[src/hdl/vnu_pkg.sv]
// shared types and constants of the vector normalize unit
package vnu_pkg;

	localparam int FRAC_BITS_DEF = 14;
	localparam int COMP_W        = 16;
	localparam int SQ_W          = 31;
	localparam int SUMSQ_W       = 32;
	localparam int NCOMP         = 3;

	typedef struct packed {
		logic valid;
		logic zero;
	} ctl_t;

endpackage

[src/hdl/vnu_prep.sv]
// front stages: magnitudes, squares, sum of squares and initial residuals
module vnu_prep #(
	parameter int FRAC_BITS = vnu_pkg::FRAC_BITS_DEF,
	localparam int RW = 2 * FRAC_BITS + 40,
	localparam int LW = FRAC_BITS + 36
) (
	input  logic                                     clk,
	input  logic                                     arst_n,
	input  logic                                     in_valid,
	input  logic signed [vnu_pkg::COMP_W-1:0]        comp    [vnu_pkg::NCOMP],
	output vnu_pkg::ctl_t                            ctl_s2,
	output logic        [vnu_pkg::SUMSQ_W-1:0]       sum_s2,
	output logic signed [RW-1:0]                     res_s2  [vnu_pkg::NCOMP],
	output logic signed [LW-1:0]                     lin_s2  [vnu_pkg::NCOMP],
	output logic                                     neg_s2  [vnu_pkg::NCOMP]
);

	logic                       valid_s1;
	logic [vnu_pkg::SQ_W-1:0]   sq_s1  [vnu_pkg::NCOMP];
	logic                       neg_s1 [vnu_pkg::NCOMP];
	logic [vnu_pkg::COMP_W:0]   mag    [vnu_pkg::NCOMP];
	logic [vnu_pkg::SUMSQ_W-1:0] sum;

	always_comb begin
		for (int i = 0; i < vnu_pkg::NCOMP; i++) begin
			if (comp[i][vnu_pkg::COMP_W-1]) begin
				mag[i] = (vnu_pkg::COMP_W+1)'(0) - {comp[i][vnu_pkg::COMP_W-1], comp[i]};
			end else begin
				mag[i] = {1'b0, comp[i]};
			end
		end
		sum = vnu_pkg::SUMSQ_W'(sq_s1[0]) + vnu_pkg::SUMSQ_W'(sq_s1[1])
			+ vnu_pkg::SUMSQ_W'(sq_s1[2]);
	end

	always_ff @(posedge clk or negedge arst_n) begin
		if (!arst_n) begin
			valid_s1 <= 1'b0;
			ctl_s2   <= '0;
		end else begin
			valid_s1     <= in_valid;
			ctl_s2.valid <= valid_s1;
			ctl_s2.zero  <= (sum == '0);
		end
	end

	always_ff @(posedge clk) begin
		for (int i = 0; i < vnu_pkg::NCOMP; i++) begin
			sq_s1[i]  <= vnu_pkg::SQ_W'(mag[i] * mag[i]);
			neg_s1[i] <= comp[i][vnu_pkg::COMP_W-1];
			// residual starts at 4 m^2 2^(2F) - s, linear term at -s
			res_s2[i] <= ({{(RW-vnu_pkg::SQ_W){1'b0}}, sq_s1[i]} << (2 * FRAC_BITS + 2))
				- {{(RW-vnu_pkg::SUMSQ_W){1'b0}}, sum};
			lin_s2[i] <= LW'(0) - {{(LW-vnu_pkg::SUMSQ_W){1'b0}}, sum};
			neg_s2[i] <= neg_s1[i];
		end
		sum_s2 <= sum;
	end

endmodule

[config.mk]
export PLATFORM = sky130hd
export DESIGN_NAME = vnu_prep
export DESIGN_NICKNAME = d
export VERILOG_FILES = /design/src/hdl/vnu_pkg.sv /design/src/hdl/vnu_prep.sv
export SDC_FILE = /design/constraint.sdc
export NUM_CORES = 2
export LEC_CHECK = 0
export ABC_AREA = 0
export BUFFER_PORTS_ARGS = -buffer_cell sky130_fd_sc_hd__buf_2
export CAP_MARGIN = 20
export CORE_ASPECT_RATIO = 1.75
export CORE_MARGIN = 2
export CORE_UTILIZATION = 35
export DETAILED_ROUTE_END_ITERATION = 10
export GPL_TIMING_DRIVEN = 0
export HOLD_SLACK_MARGIN = 0.12
export SLEW_MARGIN = 20
export SYNTH_ARGS = -nofsm -noshare
export SYNTH_HDL_FRONTEND = slang
export SYNTH_SLANG_ARGS = --single-unit
export TNS_END_PERCENT = 5
[constraint.sdc]
create_clock -name clk -period 4.75 [get_ports clk]
set_input_delay 0.2375 -clock clk [delete_from_list [all_inputs] [get_ports clk]]
set_output_delay 0.2375 -clock clk [all_outputs]
set_load 0.005 [all_outputs]
# Word-level counts from Yosys, hierarchy flattened
# Memories as Yosys holds them, arrays and structs flattened. A register that Yosys moved wholly into a read port is not among the register bits.
# Index checks and enable logic that the tools add are counted.
[word_totals] reg_bits=277 mem_bits_rw=96 input_bits=51 output_inout_bits=391 wordCells=26 n_memories=2
[memory_table] memory="sq_s1" words=3 word_bits=31 rd=3 rd_clocked_by_memory_dff=0 wr=3 line="vnu_prep.sv:19" text="logic [vnu_pkg::SQ_W-1:0] sq_s1 [vnu_pkg::NCOMP];"
[memory_table] memory="neg_s1" words=3 word_bits=1 rd=3 rd_clocked_by_memory_dff=3 wr=3 line="vnu_prep.sv:20" text="logic neg_s1 [vnu_pkg::NCOMP];"
[op_classes] n_addsub=9 multipliers=3 mux=3 n_reduce_logical=1
[ops] cell="$sub 61x32->62" count=3
[ops] cell="$mul 17x17->31" count=3
[ops] cell="$mux 17" count=3
[ops] cell="$sub 1x16->17 const A" count=3
[ops] cell="$sub 1x32->33 const A" count=1
[ops] cell="$add 31x31->32" count=1
[ops] cell="$add 32x31->32" count=1
[ops] cell="$logic_not 32->1" count=1

# Logic depth before layout (Yosys ltp)
[depth] depth_word=3 depth_mapped=34 depth_no_buf=32

# Least setup slack after synthesis
# Ideal clock, no wire load.
[synth_timing] path_kind="in2reg" from="input port comp[0] (netlist name)" to="memory sq_s1[0][92] (netlist name)" setup_time_ns=0.072 arrival_time_ns=7.846 required_ns=4.678 setup_slack_ns=-3.168 stages=31 path_buffers=3 path_cell_list="clkbuf_1 > inv_1 > clkbuf_1 > ha_1 > nand2_1 > or4_1 > o41a_1 > xnor2_1 > inv_1 > clkbuf_1 > nand2_1 > inv_1 > fa_1 > fa_1 > fa_1 > fa_1 > fa_1 > inv_1 > fa_1 > inv_1 > ha_1 > and2_1 > o21ai_0 > o21ai_0 > a311o_1 > a311oi_1 > nor3b_1 > o21ai_0 > a21oi_1 > nor2_1 > xnor2_1"
[synth_lines] item="start, declared" line="vnu_prep.sv:10" text="input logic signed [vnu_pkg::COMP_W-1:0] comp [vnu_pkg::NCOMP],"
[synth_lines] item="end, declared" line="vnu_prep.sv:19"

==> impl_metrics.json <==
{
  "async_reset_ff_share_pct": 1.16,
  "dpl.hpwl_um": 93800,
  "coreArea_sq_mm": 0.101,
  "overflow": 0,
  "synthAdderAreaFrac_pct": 45.0,
  "io_pins": 442,
  "critPathRequiredTime_ns": 5.22,
  "cts_tree": "done",
  "die_area_sq_mm": 0.104,
  "ant_nets": 0,
  "grt_pass1_vias": 29900,
  "synthFlopType": "dfxtp_1",
  "setup_viol": 166,
  "start_util_pct": 35.3,
  "rrSetupSlack_ns": -1.10,
  "grt_max_degree": 50,
  "synthCells": 3879,
  "die_h_um": 425,
  "grt_use_total_pct": 21.4,
  "drtPass1Iterations": 5,
  "clkTransAtPathRegs_ns": 0.06,
  "yosys.area_share.simple_pct": 11.6,
  "drive_above_1_share_pct": 27.1,
  "portBuffers": 441,
  "synth_cell_types": 84,
  "violations": "setup timing",
  "worst_slew_margin_rel_pct": 25.7,
  "critPathCaptureType": "flop",
  "syn-cell-area_sq_mm": 0.0355,
  "synth-xor-area-share_pct": 6.96,
  "worstSetupPathType": "primary input to flop",
  "yosysSeqAreaShare_pct": 14.6,
  "ys_top_cells_by_area": "fa_1 34%, dfxtp_1 14%, ha_1 11%",
  "synth_area_per_cell_sq_um": 9.15,
  "worst-path-buf-inv": 8,
  "place_congestion": 0.944,
  "viasPerCell": 4.70,
  "path_max_fanout": 4,
  "vias": 27900,
  "chipWidth_um": 245,
  "worstReg2RegEnd": "res_s2[35]",
  "grt_pass1_wl_um": 169000,
  "r2r_start": "sq_s1[0][70]",
  "drc_errors": 0,
  "synth_top_family_by_area": "adder cells",
  "skew_ns": 0.0203,
  "antenna_found_initial": 6,
  "muxShareOfSynthArea_pct": 0,
  "clock_path_buffers": 3,
  "whs_path_depth": 3,
  "reg2reg_depth": 17,
  "status": "finished with violations",
  "routedWlPerCell_um": 18.7,
  "critPathLaunchType": "primary input",
  "layout_common_cells": "844 x inv_1, 581 x fa_1, 439 x buf_2, 336 x buf_4, 282 x ha_1",
  "yosysTopAreaCellShare_pct": 34.0,
  "crit_top_cell": "inv_2",
  "synth_compound_area_share_pct": 6.64,
  "worst_pin_slew_ns": 1.11,
  "cts-root-buf": "clkbuf_16",
  "crit_slowest_cell": "fa_2",
  "period_share_pct": 147,
  "maxSlewViolCount": 0,
  "htreeDepth": 1,
  "hp-start": "comp[0]",
  "crit_family": "adder cells",
  "numCtsBuffers": 28,
  "fmax_mhz": 143,
  "clock_sinks": 259,
  "mostFrequentLayoutCell": "inv_1",
  "yosysTopAreaCell": "fa_1",
  "rsz0062_at_grt": "true",
  "synth_seq_cells": 259,
  "initialDrtViolationCount": 1135,
  "whs_ns": 0.165,
  "min_to": "sq_s1[0][65]",
  "clock_latency_ns": 0.62,
  "fin_crit_ns": 6.98,
  "synth_edf_count": 0,
  "critPathArrivalTime_ns": 7.45,
  "nets": 5553,
  "area_delta_synth_final_pct": 25.0,
  "nFillCells": 9777,
  "min_path_type": "primary input to flop",
  "drt_wl_total_um": 111000,
  "crit_path_max_incr_delay_ns": 0.61,
  "hold_violations": 0,
  "max_cap_violations": 0,
  "rows": 154,
  "finalWorstSetupSlack_ns": -2.23,
  "yosysWarnings": 0,
  "tns_ns": -162.91
}
[kinds of logic after synthesis]
group                    after synthesis
adder cells (fa/ha/maj)              915
XOR/XNOR                             282
buffers and inverters               1203
AND/OR/NAND/NOR                      866
flip-flops                           259
AO/OA/AOI/OAI                        352
other                                  2
[Yosys cell counts (all sizes together) (6+ instances only)]
cell type	count
or2	13
o31a	9
and3	16
nor3b	9
a21boi	7
dfxtp	256
nor4	39
xnor2	180
and2	15
nor2	230
and4	6
xor2	102
a21o	51
o21bai	11
or4	26
nand2b	27
nand4	16
o41ai	6
inv	884
o31ai	16
nor3	66
clkinv	11
ha	312
nor2b	16
a21oi	96
nand2	302
or3	35
fa	603
o21a	17
buf	233
a211o	6
clkbuf	75
a211oi	13
nand3	35
o21ai	66
[how the worst max path moves through the flow]
stage | startpoint | endpoint | slack, ns | cells after the start
floorplan | comp[16] | sq_s1[0][59] | -2.57 | 28
global placement | comp[32] | sq_s1[0][30] | -4.24 | 31
detailed placement | comp[32] | sq_s1[0][30] | -4.29 | 31
CTS | comp[8] | sq_s1[0][92] | -2.29 | 29
global route | comp[0] | sq_s1[0][92] | -2.46 | 32
finish | comp[34] | sq_s1[0][30] | -2.23 | 32
[worst min-delay path: stages]
cell,delay (ns)
buf_12,0.12
and3_1,0.20
fa_1,0.17
[timing repair]
action	in CTS	in global routing
hold buffers	11	0
pin swaps	175	108
buffers inserted	100	30
hold endpoints to repair	13	0
setup endpoints to repair	180	173
gates resized for setup	356	131
[sequential cells by signal (all words and copies together), names as in the netlist]
register and cells:
valid_s1 1, neg_s1 3, res_s2 126, ctl_s2 2
lin_s2 3, sum_s2 31, neg_s2 3, sq_s1 90
[cell type report]
cell class	instances	area, sq um	share of cell area [%]
Timing Repair Buffer	581	3480	7.84
Inverter	895	3430	7.72
Clock buffer	33	751	1.69
Clock inverter	18	241	0.544
Antenna cell	4	10.0	0.0226
Multi-Input combinational cell	2518	27300	61.6
Buffer	304	2280	5.13
Tap cell	1326	1660	3.74
Sequential cell	259	5200	11.7
[through the flow]
| stage | area, sq um | util [%] | setup WS (ns) | cells |
|---|---|---|---|---|
| after floorplan | 36300 | - | -2.57 | 3980 |
| after global placement | 40100 | 39.9 | -4.24 | 5747 |
| after detailed placement | 40200 | 40.0 | -4.29 | 5750 |
| after CTS | 43700 | 43.5 | -2.29 | 5910 |
| after global routing | 44400 | 44.1 | -2.46 | 5934 |
| final | 44400 | 44.1 | -2.23 | 5938 |
[layer usage]
layer | vias up | global-route usage, % | wire [um]
met5 | - | 0 | 0
met4 | 0 | 14.5 | 8950
met3 | 305 | 2.28 | 5330
met2 | 854 | 40.1 | 58200
met1 | 13700 | 22.3 | 38800
li1 | 13000 | - | -
Power is not shown: default switching activity piles up to over one toggle a cycle in this logic, so the estimate is an artifact.
