### src/hdl/vnu_pkg.sv
// shared types and constants of the vector normalize unit
package vnu_pkg;

	localparam int FRAC_BITS_DEF = 14;
	localparam int COMP_W        = 16;
	localparam int SQ_W          = 31;
	localparam int SUMSQ_W       = 32;
	localparam int NCOMP         = 3;

	typedef struct packed {
		logic valid;
		logic zero;
	} ctl_t;

endpackage

### src/hdl/vnu_cell.sv
// one result bit of the reciprocal-root scaling for all three components
module vnu_cell #(
	parameter int FRAC_BITS = vnu_pkg::FRAC_BITS_DEF,
	parameter int BIT       = vnu_pkg::FRAC_BITS_DEF,
	localparam int RW = 2 * FRAC_BITS + 40,
	localparam int LW = FRAC_BITS + 36
) (
	input  logic                                clk,
	input  logic                                arst_n,
	input  vnu_pkg::ctl_t                       ctl_in,
	input  logic        [vnu_pkg::SUMSQ_W-1:0]  sum_in,
	input  logic signed [RW-1:0]                res_in  [vnu_pkg::NCOMP],
	input  logic signed [LW-1:0]                lin_in  [vnu_pkg::NCOMP],
	input  logic        [FRAC_BITS:0]           q_in    [vnu_pkg::NCOMP],
	input  logic                                neg_in  [vnu_pkg::NCOMP],
	output vnu_pkg::ctl_t                       ctl_q,
	output logic        [vnu_pkg::SUMSQ_W-1:0]  sum_q,
	output logic signed [RW-1:0]                res_q   [vnu_pkg::NCOMP],
	output logic signed [LW-1:0]                lin_q   [vnu_pkg::NCOMP],
	output logic        [FRAC_BITS:0]           q_q     [vnu_pkg::NCOMP],
	output logic                                neg_q   [vnu_pkg::NCOMP]
);

	logic [RW-1:0] s_ext;
	logic [RW-1:0] cand [vnu_pkg::NCOMP];
	logic          take [vnu_pkg::NCOMP];

	always_comb begin
		s_ext = {{(RW-vnu_pkg::SUMSQ_W){1'b0}}, sum_in};
		for (int i = 0; i < vnu_pkg::NCOMP; i++) begin
			// residual after trying d = 2q - 1 + 2^(BIT+1)
			cand[i] = res_in[i] - ({{(RW-LW){lin_in[i][LW-1]}}, lin_in[i]} << (BIT + 2))
				- (s_ext << (2 * BIT + 2));
			// once the top bit is set the value sits at the clamp
			take[i] = !q_in[i][FRAC_BITS] && !cand[i][RW-1];
		end
	end

	always_ff @(posedge clk or negedge arst_n) begin
		if (!arst_n) begin
			ctl_q <= '0;
		end else begin
			ctl_q <= ctl_in;
		end
	end

	always_ff @(posedge clk) begin
		sum_q <= sum_in;
		for (int i = 0; i < vnu_pkg::NCOMP; i++) begin
			neg_q[i] <= neg_in[i];
			if (take[i]) begin
				res_q[i] <= cand[i];
				lin_q[i] <= lin_in[i] + (LW'(sum_in) << (BIT + 1));
				q_q[i]   <= q_in[i] | ((FRAC_BITS + 1)'(1) << BIT);
			end else begin
				res_q[i] <= res_in[i];
				lin_q[i] <= lin_in[i];
				q_q[i]   <= q_in[i];
			end
		end
	end

endmodule

### config.mk
export PLATFORM = sky130hd
export DESIGN_NAME = vnu_cell
export DESIGN_NICKNAME = d
export VERILOG_FILES = /design/src/hdl/vnu_pkg.sv /design/src/hdl/vnu_cell.sv
export SDC_FILE = /design/constraint.sdc
export NUM_CORES = 1
export LEC_CHECK = 0
export BUFFER_PORTS_ARGS = -buffer_cell sky130_fd_sc_hd__buf_4
export CELL_PAD_IN_SITES_DETAIL_PLACEMENT = 0
export CELL_PAD_IN_SITES_GLOBAL_PLACEMENT = 2
export CORE_AREA = 2 2 337 339
export DETAILED_ROUTE_END_ITERATION = 10
export DIE_AREA = 0 0 339 341
export PLACE_DENSITY = 0.78
export SYNTH_ARGS = -nofsm -noshare
export SYNTH_HDL_FRONTEND = slang
export SYNTH_SLANG_ARGS = --single-unit
### constraint.sdc
create_clock -name clk -period 0.8 [get_ports clk]
set_input_delay 0.24 -clock clk [delete_from_list [all_inputs] [get_ports clk]]
set_output_delay 0.24 -clock clk [all_outputs]
set_load 0.01 [all_outputs]
======== Word level (Yosys, flattened, before mapping) ========
Index checks and enable logic that the tools add are counted.
word-level totals
  memory bits (read-only) ................. 0
  bits in registers ....................... 436
  memories kept ........................... 0
  bits in latches ......................... 0
  bits in writable memories ............... 0
  logic and storage cells ................. 42
cells by class
  mux-type cells .......................... 6
  $mul .................................... 0
  $lt $le $gt $ge ......................... 0
  add/subtract/negate cells ............... 9
  bitwise operators ....................... 0
  shift-type cells ........................ 0
  reductions and logical operators ........ 9
  eq/ne operators ......................... 0
  divide/modulo/power cells ............... 0
operators with widths
  operator                                        number
  68-bit 2-to-1 mux                               3
  68-bit by 62-bit subtractor with 68-bit output  3
  68-bit subtractor                               3
  50-bit by 47-bit adder with 50-bit output       3
  50-bit 2-to-1 mux                               3
  1-bit logical NOT                               6
  1-bit logical AND                               3

======== Longest topological paths before layout ========
Gate-level depths: netlist (run 1).
  depth in word-level cells ............... 5
  depth in mapped cells ................... 17
  depth with buffers taken out ............ 15

======== Worst setup path before layout (run 1) ========
OpenSTA, ideal clock, no wires.
  path kind ............................... in2reg
  start point ............................. in sum_in[16] (netlist bit)
  end point ............................... reg lin_q[15] (netlist bit)
  cell stages on the path ................. 15
  library setup time ...................... 0.121 ns
  slack ................................... -3.020 ns
  data arrival time ....................... 3.699 ns
  cell sequence ........................... inv_1 > fa_1 > ha_1 > buf_6 > a21oi_4 > o21ai_1 > a2111o_1 > o21ai_2 > o21ai_1 > a221o_1 > a221o_1 > a41oi_2 > mux2i_2 > buf_6 > mux2_2
on the way
  word-level cells in the longest chain between the ends .. 4
RTL lines
  item                                            line            text
  start, declared                                 vnu_cell.sv:11  input logic [vnu_pkg::SUMSQ_W-1:0] sum_in,
  68-bit by 62-bit subtractor with 68-bit output  vnu_cell.sv:33  - (s_ext << (2 * BIT + 2));
  1-bit logical NOT                               vnu_cell.sv:35  take[i] = !q_in[i][FRAC_BITS] && !cand[i][RW-1];
  1-bit logical AND                               vnu_cell.sv:35
  50-bit 2-to-1 mux                               vnu_cell.sv:51  if (take[i]) begin
  end signal, assigned by index                   vnu_cell.sv:53  lin_q[i] <= lin_in[i] + (LW'(sum_in) << (BIT + 1));
  end signal, assigned by index                   vnu_cell.sv:57  lin_q[i] <= lin_in[i];
  end, declared                                   vnu_cell.sv:19  output logic signed [LW-1:0] lin_q [vnu_pkg::NCOMP],
No other way between the ends.
A chain may end at the register's enable or synchronous reset.

======== Worst setup path in the final report (run 1) ========
  start point ............................. in sum_in[22] (netlist bit)
  end point ............................... reg res_q[31] (netlist bit)
on the way
  word-level cells in the longest chain between the ends .. 4
RTL lines
  item                                            line            text
  68-bit by 62-bit subtractor with 68-bit output  vnu_cell.sv:33
  1-bit logical NOT                               vnu_cell.sv:35
  1-bit logical AND                               vnu_cell.sv:35
  68-bit 2-to-1 mux                               vnu_cell.sv:51
  end signal, assigned by index                   vnu_cell.sv:52  res_q[i] <= cand[i];
  end signal, assigned by index                   vnu_cell.sv:56  res_q[i] <= res_in[i];
  end, declared                                   vnu_cell.sv:18  output logic signed [RW-1:0] res_q [vnu_pkg::NCOMP],
No other way between the ends.

==> impl_metrics.json, run 1 <==
{
  "status": "complete, but fails checks",
  "violations": "hold timing, setup timing",
  "fin_ws_ns": -2.64,
  "yosysSeqAreaShare_pct": 31.2,
  "critPathMaxFanout": 7,
  "fin_crit_ns": 3.44,
  "routed_wl_mm": 150,
  "placementRows": 123,
  "synth_ff_type": "dfxtp_1",
  "dieArea_sq_um": 116000,
  "setup_viol": 706,
  "fin_nets": 6457,
  "hpwl_mm": 116,
  "vias_per_cell": 4.51,
  "ant_nets": 0,
  "syn2layout_area_growth_pct": 103,
  "synth_area_sq_um": 28000,
  "root_buffer": "clkbuf_16",
  "die_w_um": 339,
  "synth_edf_count": 0,
  "synth.distinct_cells": 88,
  "die_y_um": 341,
  "cts_num_sinks": 436,
  "maxCapViolCount": 0,
  "hold_path_class": "input pin to flip-flop",
  "critical_path_class": "input pin to flip-flop",
  "peakVddDrop_mv": 1.68,
  "io_buffers": 873,
  "drive_gt1_share_pct": 52.1,
  "crit_path_end_kind": "flip-flop",
  "vias": 32400,
  "max_slew_margin_pct": 53.8,
  "grt_pass1_vias": 32700,
  "avgSynthCellArea_sq_um": 8.75,
  "syn_nets": 4044,
  "numCtsBuffers": 58,
  "start_kind": "input pin",
  "cts.clk_slew.worst_paths_ns": 0.07,
  "post_drt_wl_per_cell_um": 20.8,
  "worstPathRequired_ns": 1.36,
  "ys_seq_elements": 436,
  "gr-total-overflow": 0,
  "grt_pass1_wl_mm": 210,
  "rsz0062_at_grt": "true",
  "power.total_w": 0.120,
  "drt_iter0_drc": 1316,
  "cts_tree": "done",
  "first_pass_iters": 7,
  "worstMarginPinSlew_ns": 0.686,
  "antenna_found_initial": 37,
  "fin_area_sq_um": 56900,
  "synthCells": 3198,
  "htreeDepth": 2,
  "power_leakage_nw": 27.7,
  "drc": 0,
  "p_per_area_nw_per_um2": 2110,
  "routabilityCongestion": 0.902,
  "worstPathArrival_ns": 4.00,
  "regArea_sq_um": 9130,
  "async_flop_share_pct": 0.459,
  "grt_max_degree": 18,
  "holdWs_ns": -0.304,
  "start_util_pct": 25.0,
  "track_usage_pct": 24.5,
  "fillCellCount": 10400,
  "finalHoldViolCount": 5,
  "maxSlewViolCount": 0,
  "multi_input_area_sq_um": 19900,
  "io_pins": 874,
  "clock.fmax_ghz": 0.291,
  "yosysWarnings": 0,
  "period_share_pct": 430,
  "post_dp_cell_area_sq_um": 44300,
  "core_sq_um": 112000,
  "clk_path_buf_depth": 3
}
[layout make-up]
cell class / count / area share, %
diodes: 20 / 0.0880
flip-flops and latches: 436 / 16.1
multi-input cells: 2291 / 35.0
repair buffers: 2475 / 39.6
clock inverters: 28 / 0.753
well taps: 1500 / 3.30
inverters: 349 / 2.40
clock buffers: 75 / 2.82
[worst max-delay path, stage by stage]
cell and delay [ns]:
buf_4 0.10, inv_4 0.05, fa_1 0.47, ha_1 0.30
a21o_1 0.16, a21o_1 0.17, a21o_1 0.17, a21oi_1 0.21
o21ai_0 0.17, a221o_1 0.34, a221o_1 0.33, a41oi_2 0.25
mux2i_4 0.30, buf_12 0.16, buf_12 0.13, buf_16 0.15
mux2_4 0.30
[flip-flops by register name (all words and copies together) (netlist names)]
| signal | cells |
|---|---|
| neg_q | 3 |
| q_q | 45 |
| ctl_q | 2 |
| sum_q | 32 |
| res_q | 204 |
| lin_q | 150 |
[metal layers]
| layer | vias to the layer above | GRT usage (%) | share of wire, % |
|---|---|---|---|
| met5 | - | 0 | 0.12 |
| met4 | 26 | 8.07 | 3.1 |
| met3 | 219 | 7.19 | 7.2 |
| met2 | 874 | 44.7 | 51 |
| met1 | 15400 | 27.0 | 38 |
| li1 | 15900 | - | - |
[per-stage QoR]
stage	instances	TNS [ns]	utilization, %	hold slack [ns]	setup WS (ns)
global placement	6479	-896.79	39.6	0.0360	-3.50
global route	7165	-931.37	50.8	-0.341	-2.70
finish	7174	-891.14	50.8	-0.304	-2.64
floorplan	3198	-708.26	-	-0.0556	-2.91
CTS	7125	-904.91	48.2	-0.354	-2.60
detailed placement	6479	-910.60	39.6	0.0348	-3.61
[power by group]
| group | leakage [nW] | switching [W] | internal, W |
|---|---|---|---|
| sequential | 3.69 | 0.00205 | 0.0265 |
| clock | 0.975 | 0.0113 | 0.0170 |
| combinational | 23.0 | 0.0289 | 0.0342 |
[timing repair]
action / CTS / global route
pin swaps: 118 / 105
setup endpoints to repair: 706 / 706
hold buffers: 432 / 4
setup buffers: 81 / 41
gates cloned: 35 / 9
resized for setup: 438 / 925
hold endpoints to repair: 437 / 8
[worst paths after layout]
check | from | end | cells past startpoint
hold / removal | lin_in[100] | lin_q[100] | 1
setup / recovery | sum_in[22] | res_q[31] | 17
min in group asynchronous | arst_n | ctl_q[0] | 3
max in group asynchronous | arst_n | ctl_q[1] | 3
[cell families (layout without fill, tap and decap cells)]
| group | count (synthesis) | after routing | share of synthesized area (%) |
|---|---|---|---|
| fa+ha+maj | 408 | 408 | 20.9 |
| xor+xnor | 228 | 228 | 7.13 |
| mux | 55 | 55 | 2.18 |
| other cells | 0 | 20 | 0 |
| simple gates | 680 | 683 | 11.4 |
| compound gates | 917 | 917 | 20.5 |
| buf+inv | 474 | 2927 | 6.66 |
| flops | 436 | 436 | 31.2 |
[layout by cell type (no fill, tap or decap), drive strengths merged, types with 13 or more instances in the layout]
cell type,count
clkbuf,84
buf,2030
o211ai,17
dfxtp,434
fa,99
inv,340
a21o,146
ha,309
and3,25
dlygate4sd3,435
o21ai,300
diode,20
o21bai,28
mux2,42
a31oi,25
xnor2,130
nand4,39
o21a,30
nor3,29
mux2i,13
a21oi,240
o31ai,23
nand2b,25
clkinvlp,19
a211oi,16
and2,16
xor2,98
nand2,306
nor2,120
nor2b,32
nand3,37
[cells in the mapped netlist, types with 39 or more instances]
| cell type | count | area share (%) |
|---|---|---|
| a21o_1 | 146 | 3.9 |
| a21oi_1 | 238 | 4.3 |
| clkbuf_1 | 85 | 1.1 |
| dfxtp_1 | 434 | 31 |
| fa_1 | 99 | 7.1 |
| ha_1 | 309 | 14 |
| inv_1 | 349 | 4.7 |
| mux2_2 | 40 | 1.6 |
| nand2_1 | 303 | 4.1 |
| nand4_1 | 39 | 0.87 |
| nor2_1 | 118 | 1.6 |
| o21ai_0 | 285 | 5.1 |
| xnor2_1 | 130 | 4.1 |
| xor2_1 | 98 | 3.1 |
Power figures use the tool's default switching activity.
==> run 2, diff against run 1 <==
--- a/config.mk
+++ b/config.mk
@@ -11,6 +11,7 @@
 export CORE_AREA = 2 2 337 339
 export DETAILED_ROUTE_END_ITERATION = 10
 export DIE_AREA = 0 0 339 341
+export HOLD_SLACK_MARGIN = 0.15
 export PLACE_DENSITY = 0.78
 export SYNTH_ARGS = -nofsm -noshare
 export SYNTH_HDL_FRONTEND = slang
==> run 2 against run 1 <==
The run still ends with hold timing, setup timing left. Sequential cell count unchanged. Cell area about the same. Critical path depth grew 1. Maximum frequency shrank 0.20%. Die area stayed put. Final cell count barely moved. Total power about the same. First-iteration DRC count fell by 2.5%. Worst hold slack got worse by 0.0027 ns. Combinational power barely moved. Via count shrank 0.21%. Largest power group unchanged. Highest routed layer unchanged.
==> impl_metrics.json, run 2 (synthesized netlist as in run 1, its figures left out) <==
{
  "root_buffer": "clkbuf_16",
  "htreeDepth": 2,
  "routabilityCongestion": 0.902,
  "first_pass_iters": 5,
  "fin_nets": 6455,
  "antenna_found_initial": 37,
  "numCtsBuffers": 58,
  "worstPathArrival_ns": 4.01,
  "period_share_pct": 431,
  "dieArea_sq_um": 116000,
  "drive_gt1_share_pct": 52.1,
  "grt_pass1_vias": 32700,
  "setup_viol": 706,
  "track_usage_pct": 24.5,
  "placementRows": 123,
  "largest_reg_flops": 204,
  "worstPathRequired_ns": 1.36,
  "status": "complete, but fails checks",
  "grt_max_degree": 18,
  "start_kind": "input pin",
  "vias_per_cell": 4.51,
  "io_pins": 874,
  "cts_tree": "done",
  "maxCapViolCount": 0,
  "gr-total-overflow": 0,
  "final_cell_mix": "buf_4 (1568), dlygate4sd3_1 (431), buf_6 (365)",
  "clk_path_buf_depth": 3,
  "routed_wl_mm": 149,
  "grt_util_met1_pct": 27.0,
  "die_y_um": 341,
  "place_inst": 6479,
  "tns_ns": -885.93,
  "multi_input_area_sq_um": 19900,
  "min_path_cells": 1,
  "top_regs": "res_q: 204 flops, lin_q: 150 flops, q_q: 45 flops",
  "critPathMaxFanout": 7,
  "crit_path_end_kind": "flip-flop",
  "final_util_pct": 50.8,
  "violations": "hold timing, setup timing",
  "use_met3_pct": 7.18,
  "worstMarginPinSlew_ns": 0.690,
  "gr-usage-met2_pct": 44.7,
  "hold_end": "lin_q[100]",
  "post_drt_wl_per_cell_um": 20.8,
  "layout_commonest_cell": "buf_4",
  "peakVddDrop_mv": 1.67,
  "hpwl_mm": 116,
  "core_sq_um": 112000,
  "holdWs_ns": -0.306,
  "hold_path_class": "input pin to flip-flop",
  "top_register": "res_q",
  "power.total_w": 0.120,
  "vias": 32300,
  "rsz0062_at_grt": "true",
  "regArea_sq_um": 9110,
  "syn2layout_area_growth_pct": 103,
  "max_slew_margin_pct": 53.6,
  "maxSlewViolCount": 0,
  "fin_ws_ns": -2.64,
  "clock.fmax_ghz": 0.290,
  "grt_pass1_wl_mm": 210,
  "cts_num_sinks": 436,
  "fillCellCount": 10400,
  "finalHoldViolCount": 8,
  "die_w_um": 339,
  "fin_crit_ns": 3.44,
  "p_per_area_nw_per_um2": 2110,
  "critical_path_class": "input pin to flip-flop",
  "io_buffers": 873,
  "drc": 0,
  "power_leakage_nw": 27.7,
  "busiest_layer": "met2",
  "final_cells": 7171,
  "start_util_pct": 25.0,
  "ant_nets": 0,
  "min_from": "lin_in[100]",
  "cts.clk_slew.worst_paths_ns": 0.07,
  "drt_iter0_drc": 1283
}
[run 2: changes by cell type in the layout (fill, tap and decap cells not counted), moves of 3 or more]
cell	delta
buf_6	-10
a21oi_1	-3
dfxtp_1	+14
o21ai_1	+6
o21ai_0	-4
dfxtp_2	-13
buf_4	+13
a21oi_2	+3
dlygate4sd3_1	-4
[run 2: per-layer routing]
| metal | vias to the layer above | part of all wire, % |
|---|---|---|
| li1 | 15900 | - |
| met1 | 15300 | 38 |
| met4 | 28 | 3.1 |
| met3 | 210 | 7.4 |
| met2 | 887 | 51 |
| met5 | - | 0.12 |
[run 2: worst max-delay path by stage]
stage | start | to | slack, ns | cells after the start
5_1_grt | lin_in[20] | lin_q[39] | -2.70 | 20
4_1_cts | sum_in[6] | res_q[31] | -2.60 | 18
2_1_floorplan | sum_in[16] | lin_q[15] | -2.91 | 15
3_5_place_dp | sum_in[6] | res_q[34] | -3.61 | 17
6_report | lin_in[20] | res_q[31] | -2.64 | 18
3_3_place_gp | sum_in[27] | res_q[131] | -3.50 | 16
[run 2: cell type report]
cell class | instances | area share (%)
diodes | 19 | 0.0837
well taps | 1500 | 3.30
flip-flops and latches | 436 | 16.0
repair buffers | 2473 | 39.5
multi-input cells | 2291 | 35.1
clock buffers | 75 | 2.83
clock inverters | 28 | 0.753
inverters | 349 | 2.40
[run 2: power breakdown]
group	internal [W]	switching, W
registers	0.0265	0.00204
clock network	0.0170	0.0113
logic	0.0342	0.0289
total	0.0777	0.0423
[run 2: worst max-delay path, cell delays in order]
cell and delay (ns):
buf_8 0.08, inv_4 0.03, fa_1 0.57, ha_4 0.21, a21o_1 0.16, a21oi_2 0.20, o21ai_2 0.11, a31oi_1 0.21
buf_4 0.16, o21ai_4 0.07, a221o_1 0.34, a221o_1 0.33, a41oi_2 0.25, mux2i_4 0.30, buf_12 0.16, buf_12 0.13
buf_16 0.15, mux2_4 0.30
[run 2: timing repair]
item                                   in CTS  in global routing
hold buffers                              431                  2
endpoints found under the hold margin     438                 15
gates cloned                               35                  9
pin swaps                                 118                110
resized for setup                         438                906
setup endpoints to repair                 706                706
buffers inserted                           81                 40
[run 2: per-stage QoR]
stage	setup WS (ns)	hold WS, ns	instance area (sq um)
6_report	-2.64	-0.306	56800
5_1_grt	-2.70	-0.341	56800
4_1_cts	-2.60	-0.354	53900
3_5_place_dp	-3.61	0.0348	44300
3_3_place_gp	-3.50	0.0360	44300
2_1_floorplan	-2.91	-0.0556	28600
